--- config.mk ---
export PLATFORM = sky130hd
export DESIGN_NAME = ptli_ctrl
export DESIGN_NICKNAME = d
export VERILOG_FILES = /design/src/ptli_pkg.sv /design/src/ptli_ctrl.sv
export SDC_FILE = /design/constraint.sdc
export NUM_CORES = 1
export LEC_CHECK = 0
export BUFFER_PORTS_ARGS = -buffer_cell sky130_fd_sc_hd__buf_2
export CORE_MARGIN = 2
export CORE_UTILIZATION = 45
export DETAILED_ROUTE_END_ITERATION = 10
export GPL_TIMING_DRIVEN = 0
export PLACE_DENSITY = 0.73
export SLEW_MARGIN = 5
export SYNTH_ARGS = -nofsm -noshare
export SYNTH_HDL_FRONTEND = slang
export SYNTH_SLANG_ARGS = --single-unit
--- constraint.sdc ---
create_clock -name i_clk -period 4.5 [get_ports i_clk]
set_clock_uncertainty 0.2 [all_clocks]
set_input_delay 1.35 -clock i_clk [delete_from_list [all_inputs] [get_ports i_clk]]
set_output_delay 1.35 -clock i_clk [all_outputs]
set_load 0.02 [all_outputs]
--- src/ptli_pkg.sv ---
// ----------------------------------------------------------------------------
// ptli_pkg
// Shared types and constants of the profile table interpolator.
// ----------------------------------------------------------------------------
package ptli_pkg;

    localparam int NumCols  = 10;
    localparam int ValW     = 32;
    localparam int FracW    = 16;
    localparam int RowW     = NumCols * ValW;

    typedef enum logic [3:0] {
        t_st_idle,
        t_st_write,
        t_st_rd_last,
        t_st_chk_last,
        t_st_rd_first,
        t_st_chk_first,
        t_st_rd_seg,
        t_st_chk_seg,
        t_st_div,
        t_st_mul,
        t_st_out
    } t_state;

    // result row source
    typedef enum logic [1:0] {
        t_src_row0,
        t_src_row1,
        t_src_interp
    } t_src;

    // controller to datapath
    typedef struct packed {
        logic      load_in;
        logic      write_row;
        logic      rd_en;
        logic      rd_sel;
        logic      div_start;
        logic      mul_step;
        logic      mul_clear;
        logic      res_load;
        t_src      res_src;
    } t_cmd;

    // datapath to controller
    typedef struct packed {
        logic      kind_query;
        logic      p_gt_k;
        logic      p_lt_k;
        logic      seg_hit;
        logic      p_eq_k0;
        logic      p_eq_k1;
        logic      div_done;
        logic      mul_done;
    } t_sts;

endpackage

--- src/ptli_ctrl.sv ---
// ----------------------------------------------------------------------------
// ptli_ctrl
// Sequencer: row write, end-point checks, segment scan, divide, multiply.
// ----------------------------------------------------------------------------
module ptli_ctrl #(
    parameter int AW = 6
) (
    input  logic            i_clk,
    input  logic            i_rst_n,
    input  logic            i_in_fire,
    input  logic            i_out_busy,
    input  logic [AW:0]     i_rows,
    input  ptli_pkg::t_sts  i_sts,
    output ptli_pkg::t_cmd  o_cmd,
    output logic [AW-1:0]   o_addr,
    output logic            o_in_ready
);

    ptli_pkg::t_state r_state, n_state;
    logic [AW-1:0]    r_seg, n_seg;
    logic [AW-1:0]    w_last;

    assign w_last = AW'(i_rows - 1'b1);

    // hold state and segment index
    always_ff @(posedge i_clk) begin
        if (!i_rst_n) begin
            r_state <= ptli_pkg::t_st_idle;
            r_seg   <= '0;
        end else begin
            r_state <= n_state;
            r_seg   <= n_seg;
        end
    end

    // next state and commands
    always_comb begin
        n_state    = r_state;
        n_seg      = r_seg;
        o_cmd      = '0;
        o_addr     = r_seg;
        o_in_ready = 1'b0;
        unique case (r_state)
            ptli_pkg::t_st_idle: begin
                o_in_ready = 1'b1;
                if (i_in_fire) begin
                    o_cmd.load_in = 1'b1;
                    n_state = ptli_pkg::t_st_write;
                end
            end
            ptli_pkg::t_st_write: begin
                if (!i_sts.kind_query) begin
                    o_cmd.write_row = 1'b1;
                    n_state = ptli_pkg::t_st_idle;
                end else begin
                    n_state = ptli_pkg::t_st_rd_last;
                end
            end
            ptli_pkg::t_st_rd_last: begin
                o_addr       = w_last;
                o_cmd.rd_en  = 1'b1;
                o_cmd.rd_sel = 1'b0;
                n_state = ptli_pkg::t_st_chk_last;
            end
            ptli_pkg::t_st_chk_last: begin
                if (i_sts.p_gt_k) begin
                    o_cmd.res_load = 1'b1;
                    o_cmd.res_src  = ptli_pkg::t_src_row0;
                    n_state = ptli_pkg::t_st_out;
                end else begin
                    n_state = ptli_pkg::t_st_rd_first;
                end
            end
            ptli_pkg::t_st_rd_first: begin
                o_addr       = '0;
                o_cmd.rd_en  = 1'b1;
                o_cmd.rd_sel = 1'b0;
                n_state = ptli_pkg::t_st_chk_first;
            end
            ptli_pkg::t_st_chk_first: begin
                if (i_sts.p_lt_k) begin
                    o_cmd.res_load = 1'b1;
                    o_cmd.res_src  = ptli_pkg::t_src_row0;
                    n_state = ptli_pkg::t_st_out;
                end else begin
                    n_seg   = '0;
                    n_state = ptli_pkg::t_st_rd_seg;
                end
            end
            ptli_pkg::t_st_rd_seg: begin
                // row 0 of the segment sits in bank 0 from the last read
                o_addr       = AW'(r_seg + 1'b1);
                o_cmd.rd_en  = 1'b1;
                o_cmd.rd_sel = 1'b1;
                n_state = ptli_pkg::t_st_chk_seg;
            end
            ptli_pkg::t_st_chk_seg: begin
                priority if (i_sts.seg_hit && i_sts.p_eq_k0) begin
                    o_cmd.res_load = 1'b1;
                    o_cmd.res_src  = ptli_pkg::t_src_row0;
                    n_state = ptli_pkg::t_st_out;
                end else if (i_sts.seg_hit && i_sts.p_eq_k1) begin
                    o_cmd.res_load = 1'b1;
                    o_cmd.res_src  = ptli_pkg::t_src_row1;
                    n_state = ptli_pkg::t_st_out;
                end else if (i_sts.seg_hit) begin
                    o_cmd.div_start = 1'b1;
                    n_state = ptli_pkg::t_st_div;
                end else if (AW'(r_seg + 1'b1) == w_last) begin
                    // no segment brackets: last row, now in bank 1
                    o_cmd.res_load = 1'b1;
                    o_cmd.res_src  = ptli_pkg::t_src_row1;
                    n_state = ptli_pkg::t_st_out;
                end else begin
                    // advance: bank 1 becomes bank 0
                    o_cmd.rd_sel = 1'b0;
                    o_cmd.rd_en  = 1'b0;
                    o_cmd.mul_clear = 1'b1;
                    n_seg   = AW'(r_seg + 1'b1);
                    n_state = ptli_pkg::t_st_rd_seg;
                end
            end
            ptli_pkg::t_st_div: begin
                if (i_sts.div_done) begin
                    n_state = ptli_pkg::t_st_mul;
                end
            end
            ptli_pkg::t_st_mul: begin
                o_cmd.mul_step = 1'b1;
                if (i_sts.mul_done) begin
                    o_cmd.res_load = 1'b1;
                    o_cmd.res_src  = ptli_pkg::t_src_interp;
                    n_state = ptli_pkg::t_st_out;
                end
            end
            ptli_pkg::t_st_out: begin
                if (!i_out_busy) begin
                    n_state = ptli_pkg::t_st_idle;
                end
            end
            default: n_state = ptli_pkg::t_st_idle;
        endcase
    end

    // a query never reaches the multiply without a bracketing segment
    a_mul_after_div: assert property (@(posedge i_clk) disable iff (!i_rst_n)
        (r_state == ptli_pkg::t_st_mul) |-> ($past(r_state) == ptli_pkg::t_st_div ||
                                              $past(r_state) == ptli_pkg::t_st_mul))
        else $error("multiply entered out of order");
    a_seg_bound: assert property (@(posedge i_clk) disable iff (!i_rst_n)
        (r_state == ptli_pkg::t_st_rd_seg) |-> (r_seg < w_last))
        else $error("segment index past last row");
    a_ready_idle: assert property (@(posedge i_clk) disable iff (!i_rst_n)
        i_in_fire |=> (r_state == ptli_pkg::t_st_write))
        else $error("accepted item not taken");

endmodule

* Yosys cells after proc, flatten, opt, wreduce, memory -nomap -nowiden
Cells that the tools add are included.
Cells by class: $add $sub $neg 2, equal/unequal tests 20, multiplexer cells 42, reduce and logical (&&, ||, !) cells 7
Operator list (number):
- $mux W4 | 11
- $pmux W4 S11 | 1
- $mux W6 | 5
- $mux W3 | 6
- $ne A2 B2 Y1 const B | 9
- $pmux W6 S3 | 1
- $eq A4 B3 Y1 const B | 4
- $mux W1 | 14
- $eq A4 B4 Y1 const B | 3
- $pmux W3 S4 | 1
- $pmux W6 S2 | 1
- $eq A4 B2 Y1 const B | 2
- $add A6 B1 Y6 const B | 1
- $eq A6 B6 Y1 | 1
- $pmux W2 S3 | 1
- $reduce_and A6 Y1 | 1
- $sub A6 B1 Y6 const B | 1
- $eq A4 B1 Y1 const B | 1
- $logic_not A4 Y1 | 1
- $reduce_and A4 Y1 | 1
- $logic_and A1 B1 Y1 | 2
- $mux W2 | 1
- $reduce_bool A2 Y1 | 1
- $reduce_or A2 Y1 | 1
Word-level totals: register bits 10, input port bits 19, output and inout port bits 17

* Longest topological paths before layout
Gate-level depths: netlist of the first run.
depth in word-level cells 7, gate-level depth with buffers 8, depth with buffers taken out 8

* Worst setup path after synthesis of the first run
No wires, ideal clock.
path type input -> output, from input i_rows[0], to output o_cmd[0] in the netlist's numbering, arrival time 2871 ps, slack 79 ps, cell stages on the path 8, path buffers 0, cells stage by stage inv_1 -> ha_1 -> nor3b_2 -> xnor2_1 -> xnor2_1 -> nand3_1 -> o32a_2 -> nor2_1
RTL lines:
- start, declared | line ptli_ctrl.sv:12 | input logic [AW:0] i_rows,
- end, declared | line ptli_ctrl.sv:14 | output ptli_pkg::t_cmd o_cmd,

==> summary.txt, run 1 <==
Layout
  – Nets@finish: 213
  – Post-route insts no fill: between 200 and 250
  – Area grow syn2layout: 41.4%
  – # diodes: 0
  – Ratio of cells with drive above 1 in the final layout: 0.372
  – Number of fill cells: ~190

Synth
  – Largest cells by area after synthesis: dfxtp_1 19%, xnor2_1 7.4%, inv_1 4.9%, o21ai_0 3.8%, nor2_1 3.5%
  – Synth cell count leaders: 14 x inv_1, 10 x dfxtp_1, 10 x nor2_1, 9 x nand2_1, 9 x xnor2_1
  – Largest area contributor in the netlist: dfxtp_1
  – Main flop type after synthesis: dfxtp_1
  – Synthesized flop and latch total: 10
  – Syn_nets: 161
  – Yosys Warn Count: 0
  – Post-Synthesis Cells: 140
  – Post-synthesis sequential area ratio: 0.188
  – Yosys cell types: 45
  – EDFF count, synth: 0
  – FFs w/ async S/R, synth: 0
  – Post-synth design cell area: roughly 1100 µm²
  – Post-synth top area share: 0.188
  – Top-count cell post-synth: inv_1
  – Average cell area after synthesis: 7.61 µm²

Die
  – Full die area: 2770 µm²
  – # IOs: 36
  – Starting Density: 0.477
  – Die Y: between 50 and 60 µm
  – Die extent in x: about 53 µm
  – CORE AREA: roughly 2200 µm²
  – Core Rows: 17

Placed design
  – DP HPWL: roughly 2400 µm
  – Placer Congestion: roughly 0.88
  – Placed insts: 201
  – Port Buffers: 33

Timing
  – Min Tclk post-route: about 4500 ps
  – Slew Limit Fails: 0
  – Pin slew with the least headroom to its limit: approximately 720 ps
  – F_max: approximately 220 MHz
  – Final setup fails: 1
  – Hold Violations, Final: 0
  – Slew margin rel.: 0.517
  – Final WS setup: -46.9 ps
  – Unrepaired setup endpoints after global routing: yes
  – Period utilization: 1.01

Job
  – Max_cap viols: 0

CTS
  – CTS tree: done
  – Cts hold-fix bufs: 0
  – H-tree depth: 1
  – CTS buffer count: 3
  – Clk buf depth: 2
  – Clock Latency Late Sink: roughly 280 ps
  – Root Buffer: clkbuf_4
  – TritonCTS Sinks: 10
  – Clk pin slew, worst setup/hold paths: roughly 80 ps

Drt
  – Pre-antenna DRT Iters: 4
  – Metal-1 WL: 1490 µm
  – Residual DRC: 0
  – DR iter-0 viols: 50
  – DR top layer: met4
  – Drt total wl: about 3400 µm
  – Metal2 WL: around 1600 µm
  – Antenna-violating nets left: 0
  – DR vias/cell: roughly 5.8
  – Wire per inst: roughly 16 µm
  – Met3 WL: between 200 and 300 µm
  – Vias post-DR: between 1,000 and 1,500

GRT
  – Remaining global-route overflow: 0
  – Largest net degree at the start of global routing: 11
  – First-pass GRT wire length: 5350 µm
  – Number of global-route vias before repair: about 1,200
  – Global Route Usage Sum: 0.267
  – Initial antenna violation count: 0

Critical path
  – Reg2reg path depth: 18
  – Worst Path Max Fanout: 4
  – WP data arrival: 3000 ps
  – Element type at the critical path end: output port
  – CP required: roughly 3000 ps
  – CP startpoint kind: input pin
  – CP Class: input pin to output port

Power
  – Power Density: around 320 nW/µm²
  – Clock Power Share: 0.186
  – Peak VDD IR: between 0.2 and 0.25 mV
  – Overall power: 0.479 mW
  – P_int: roughly 0.25 mW
  – Leak: approximately 0.64 nW
  – Switching Share: 0.477
  – Comb power frac: 0.578
  – Reg power frac: 0.237
  – NetSw: 0.229 mW

Outcome
  – Status: complete, but fails checks
  – Failing checks: negative setup slack

Min path
  – Hold path depth: 2
  – Min-Delay Path Class: register to register
## placed cells by master (no fill, tap or decap), drive strengths merged, types with 3 or more instances in the layout
| master | instances |
|---|---|
| a21oi | 4 |
| nor2 | 10 |
| nor3 | 4 |
| o21ai | 8 |
| nand2 | 9 |
| xnor2 | 11 |
| nor2b | 6 |
| and2 | 3 |
| dfxtp | 10 |
| o221ai | 4 |
| o32a | 3 |
| clkbuf | 9 |
| o22ai | 4 |
| buf | 47 |
| nor3b | 3 |
| a211oi | 3 |
| nand3 | 6 |
| nand2b | 4 |
| inv | 14 |
| xor2 | 4 |
## metal layers
metal	vias up	track usage
met1	599	0.342
met5	-	0
met3	8	0.0400
met2	55	0.442
li1	608	-
met4	0	0.111
## sequential cells by signal, indices dropped and copies added, names as in the netlist
register and count:
r_state 4, r_seg 6
## what timing repair did
| item | CTS | global route |
|---|---|---|
| endpoints found under the setup margin | 2 | 8 |
| gates resized for setup | 15 | 8 |
| pin swaps | 6 | 7 |
| setup buffers | 14 | 2 |
## power groups by stage
stage	registers (mW)	clock network, mW	logic, mW
after floorplan	0.110	0	0.182
after global placement	0.114	0	0.249
after detailed placement	0.114	0	0.254
after CTS	0.112	0.0921	0.266
after global routing	0.115	0.0956	0.298
final	0.113	0.0890	0.277
## final timing paths
| path | endpoint | slack (ps) | from |
|---|---|---|---|
| worst max register to register | r_seg[2]$_SDFFE_PN0P_ | 770 | r_seg[0]$_SDFFE_PN0P_ |
| worst min-delay path | r_seg[5]$_SDFFE_PN0P_ | 310 | r_seg[5]$_SDFFE_PN0P_ |
| worst max-delay path | o_cmd[0] | -50 | i_rows[0] |
| worst min register to register | r_seg[5]$_SDFFE_PN0P_ | 310 | r_seg[5]$_SDFFE_PN0P_ |
## area by class of cell
cell class,instances,area (µm²),area share
Buffer,5,18.8,0.0125
Clock buffer,4,36.3,0.0241
Inverter,14,57.6,0.0382
Multi-Input combinational cell,111,851,0.565
Sequential cell,10,200,0.133
Tap cell,28,35.0,0.0233
Timing Repair Buffer,47,307,0.204
## cells by family after synthesis
| group | share of synthesized area |
|---|---|
| AOI/OAI and AO/OA | 0.276 |
| xor gates and xnor gates | 0.137 |
| adders and majority gates | 0.0235 |
| buffers and inverters | 0.0670 |
| DFF | 0.188 |
| muxes | 0.00940 |
| and+or+nand+nor | 0.298 |
## critical path: stages
cell and delay, ps:
buf_8 90, inv_4 40, ha_4 150, buf_6 110, xor2_2 170, xnor2_1 140, nor3_2 210, nand3_1 140
o32a_2 350, nor2_2 120, buf_6 130
## stage by stage
| stage | setup slack, ps | setup TNS [ps] | hold slack [ps] | area (µm²) | util |
|---|---|---|---|---|---|
| 3_5_place_dp | -223 | -320 | 295 | 1260 | 0.566 |
| 4_1_cts | 6.15 | 0 | 307 | 1470 | 0.657 |
| 5_1_grt | -115 | -160 | 329 | 1510 | 0.674 |
| 3_3_place_gp | -148 | -210 | 294 | 1260 | 0.566 |
| 6_report | -46.9 | -46.9 | 306 | 1510 | 0.674 |
| 2_1_floorplan | 78.5 | 0 | 275 | 1060 | - |
Power figures use the tool's default switching activity.
==> run 2: changes to the inputs <==
--- a/config.mk
+++ b/config.mk
@@ -11,6 +11,7 @@
 export DETAILED_ROUTE_END_ITERATION = 10
 export GPL_TIMING_DRIVEN = 0
 export PLACE_DENSITY = 0.73
+export REMOVE_ABC_BUFFERS = 1
 export SLEW_MARGIN = 5
 export SYNTH_ARGS = -nofsm -noshare
 export SYNTH_HDL_FRONTEND = slang
==> run 2 against run 1 <==
The flow now finishes without violations. Register-to-register slack lost 300 ps. Global-route usage shrank 3.1 points. Utilization grew 1.2 points. Final area grew 1.7%. Maximum frequency grew 1.2%. Clock power shrank 32%. Non-clock buffer count shrank 3. Sequential power grew 19%. Wire length shrank 1.0%. Total power shrank 7.6%. Die area is the same. Hold slack lost 1.5 ps. Critical endpoint unchanged. Highest routed layer unchanged.
==> summary.txt, run 2 (same netlist as run 1, synthesis figures left out) <==
Power
  – Leak: between 0.6 and 0.7 nW
  – Power Density: about 290 nW/µm²
  – Switching Share: 0.478
  – NetSw: roughly 0.21 mW
  – Peak VDD IR: between 0.2 and 0.25 mV
  – P_int: between 0.2 and 0.25 mW
  – Comb power frac: 0.558
  – Overall power: roughly 0.44 mW
  – Clock Power Share: 0.137
  – Reg power frac: 0.305

Layout
  – Nets@finish: 210
  – Post-route cell area: roughly 1500 µm²
  – Ratio of cells with drive above 1 in the final layout: 0.406
  – Flip-flop count of the largest register after layout: 6
  – Post-route insts no fill: approximately 220
  – Number of fill cells: between 150 and 200
  – Area grow syn2layout: 43.8%
  – Final core utilization: 0.686
  – Largest regs: r_seg (6), r_state (4)
  – Commonest non-fill, non-tap cell in the layout: buf_2
  – Largest Register: r_seg
  – # diodes: 0
  – Commonest non-fill, non-tap cells in the layout: 29 x buf_2, 16 x buf_4, 12 x inv_1

Timing
  – Final setup fails: 0
  – Setup_tns: 0 ps
  – Period utilization: 0.998
  – Worst hold slack: 304 ps
  – Pin slew with the least headroom to its limit: between 600 and 700 ps
  – Min Tclk post-route: 4490 ps
  – F_max: between 200 and 250 MHz
  – Final WS setup: 6.94 ps
  – Slew margin rel.: 0.541
  – Unrepaired setup endpoints after global routing: yes
  – Slew Limit Fails: 0
  – Hold Violations, Final: 0

CTS
  – Root Buffer: clkbuf_4
  – Clock Latency Late Sink: between 200 and 300 ps
  – Clk pin slew, worst setup/hold paths: 70 ps
  – TritonCTS Sinks: 10
  – Clk buf depth: 2
  – H-tree depth: 1
  – CTS buffer count: 3
  – Cts hold-fix bufs: 0
  – CTS tree: done

Critical path
  – WP data arrival: just under 3000 ps
  – Slowest-stage cell, CP: o32a_4
  – CP Class: input pin to output port
  – CP required: a little under 3000 ps
  – Crit-path max cell delay: slightly below 400 ps
  – Worst Path Max Fanout: 4
  – Element type at the critical path end: output port
  – CP startpoint kind: input pin
  – Crit path cell chain: buf_12, inv_4, ha_4, xor2_2, xnor2_2, nor3_2, nand3_2, o32a_4, nor2_4, buf_6

Die
  – Core Rows: 17
  – CORE AREA: 2230 µm²
  – Die Y: 52.6 µm
  – Starting Density: 0.477
  – # IOs: 36
  – Die extent in x: between 50 and 60 µm
  – Full die area: 2770 µm²

Drt
  – Pre-antenna DRT Iters: 4
  – Drt total wl: about 3400 µm
  – DR vias/cell: 5.88
  – Antenna-violating nets left: 0
  – Wire per inst: between 15 and 20 µm
  – Vias post-DR: approximately 1,300
  – DR iter-0 viols: 45
  – Residual DRC: 0

Placed design
  – DP HPWL: about 2100 µm
  – Port Buffers: 34
  – Placer Congestion: 0.820
  – Placed insts: about 200
  – Placement Cell Area: about 1300 µm²
  – Pre-CTS setup slack: -228 ps

Min path
  – Min-Delay Path Class: register to register

Job
  – Max_cap viols: 0

GRT
  – Largest net degree at the start of global routing: 19
  – Global Route Usage Sum: 0.236
  – Remaining global-route overflow: 0
  – Initial antenna violation count: 0
  – First-pass GRT wire length: 4940 µm
  – Number of global-route vias before repair: ~1,100

Outcome
  – Status: completed
==> run 2: what timing repair did <==
item / 4_1_cts / 5_1_grt
resized for setup: 13 / 17
pin swaps: 6 / 8
buffers inserted: 14 / 1
endpoints found under the setup margin: 2 / 8
==> run 2: cell type report <==
type                    instances  area, µm²  area share
clock buffers                   3       22.5      0.0147
inverters                      14       57.6      0.0376
multi-input cells             111        893       0.583
flip-flops and latches         10        200       0.131
well taps                      28       35.0      0.0229
repair buffers                 49        323       0.211
==> run 2: path summary, 6_finish.rpt <==
check             slack, ps                   from  depth (start not counted)               endpoint
setup reg to reg        470  r_seg[0]$_SDFFE_PN0P_                         20  r_seg[3]$_SDFFE_PN0P_
hold reg to reg         300  r_seg[5]$_SDFFE_PN0P_                          2  r_seg[5]$_SDFFE_PN0P_
hold / removal          300  r_seg[5]$_SDFFE_PN0P_                          2  r_seg[5]$_SDFFE_PN0P_
setup / recovery          7              i_rows[0]                         10               o_cmd[0]
==> run 2: worst max-delay path, delay by kind of cell <==
kind                       cells  cell delay, ps
AOI/OAI and AO/OA              1             390
xor gates and xnor gates       2             350
adders and majority gates      1             160
buffers and inverters          3             240
and+or+nand+nor                3             450
==> run 2: layer usage <==
metal  vias up  wire length, µm  share of wire  global-route usage
met3        12              270          0.079              0.0486
met5         -                0              0                   0
met1       586             1360           0.40               0.312
li1        598                -              -                   -
met4         0               88          0.026              0.0684
met2        68             1690           0.50               0.385
==> run 2: power groups by stage <==
stage               sequential (mW)  combinational, mW  clock (mW)
CTS                           0.133              0.235      0.0630
global placement              0.133              0.219           0
global route                  0.137              0.271      0.0682
floorplan                     0.124              0.162           0
finish                        0.135              0.247      0.0608
detailed placement            0.135              0.224           0
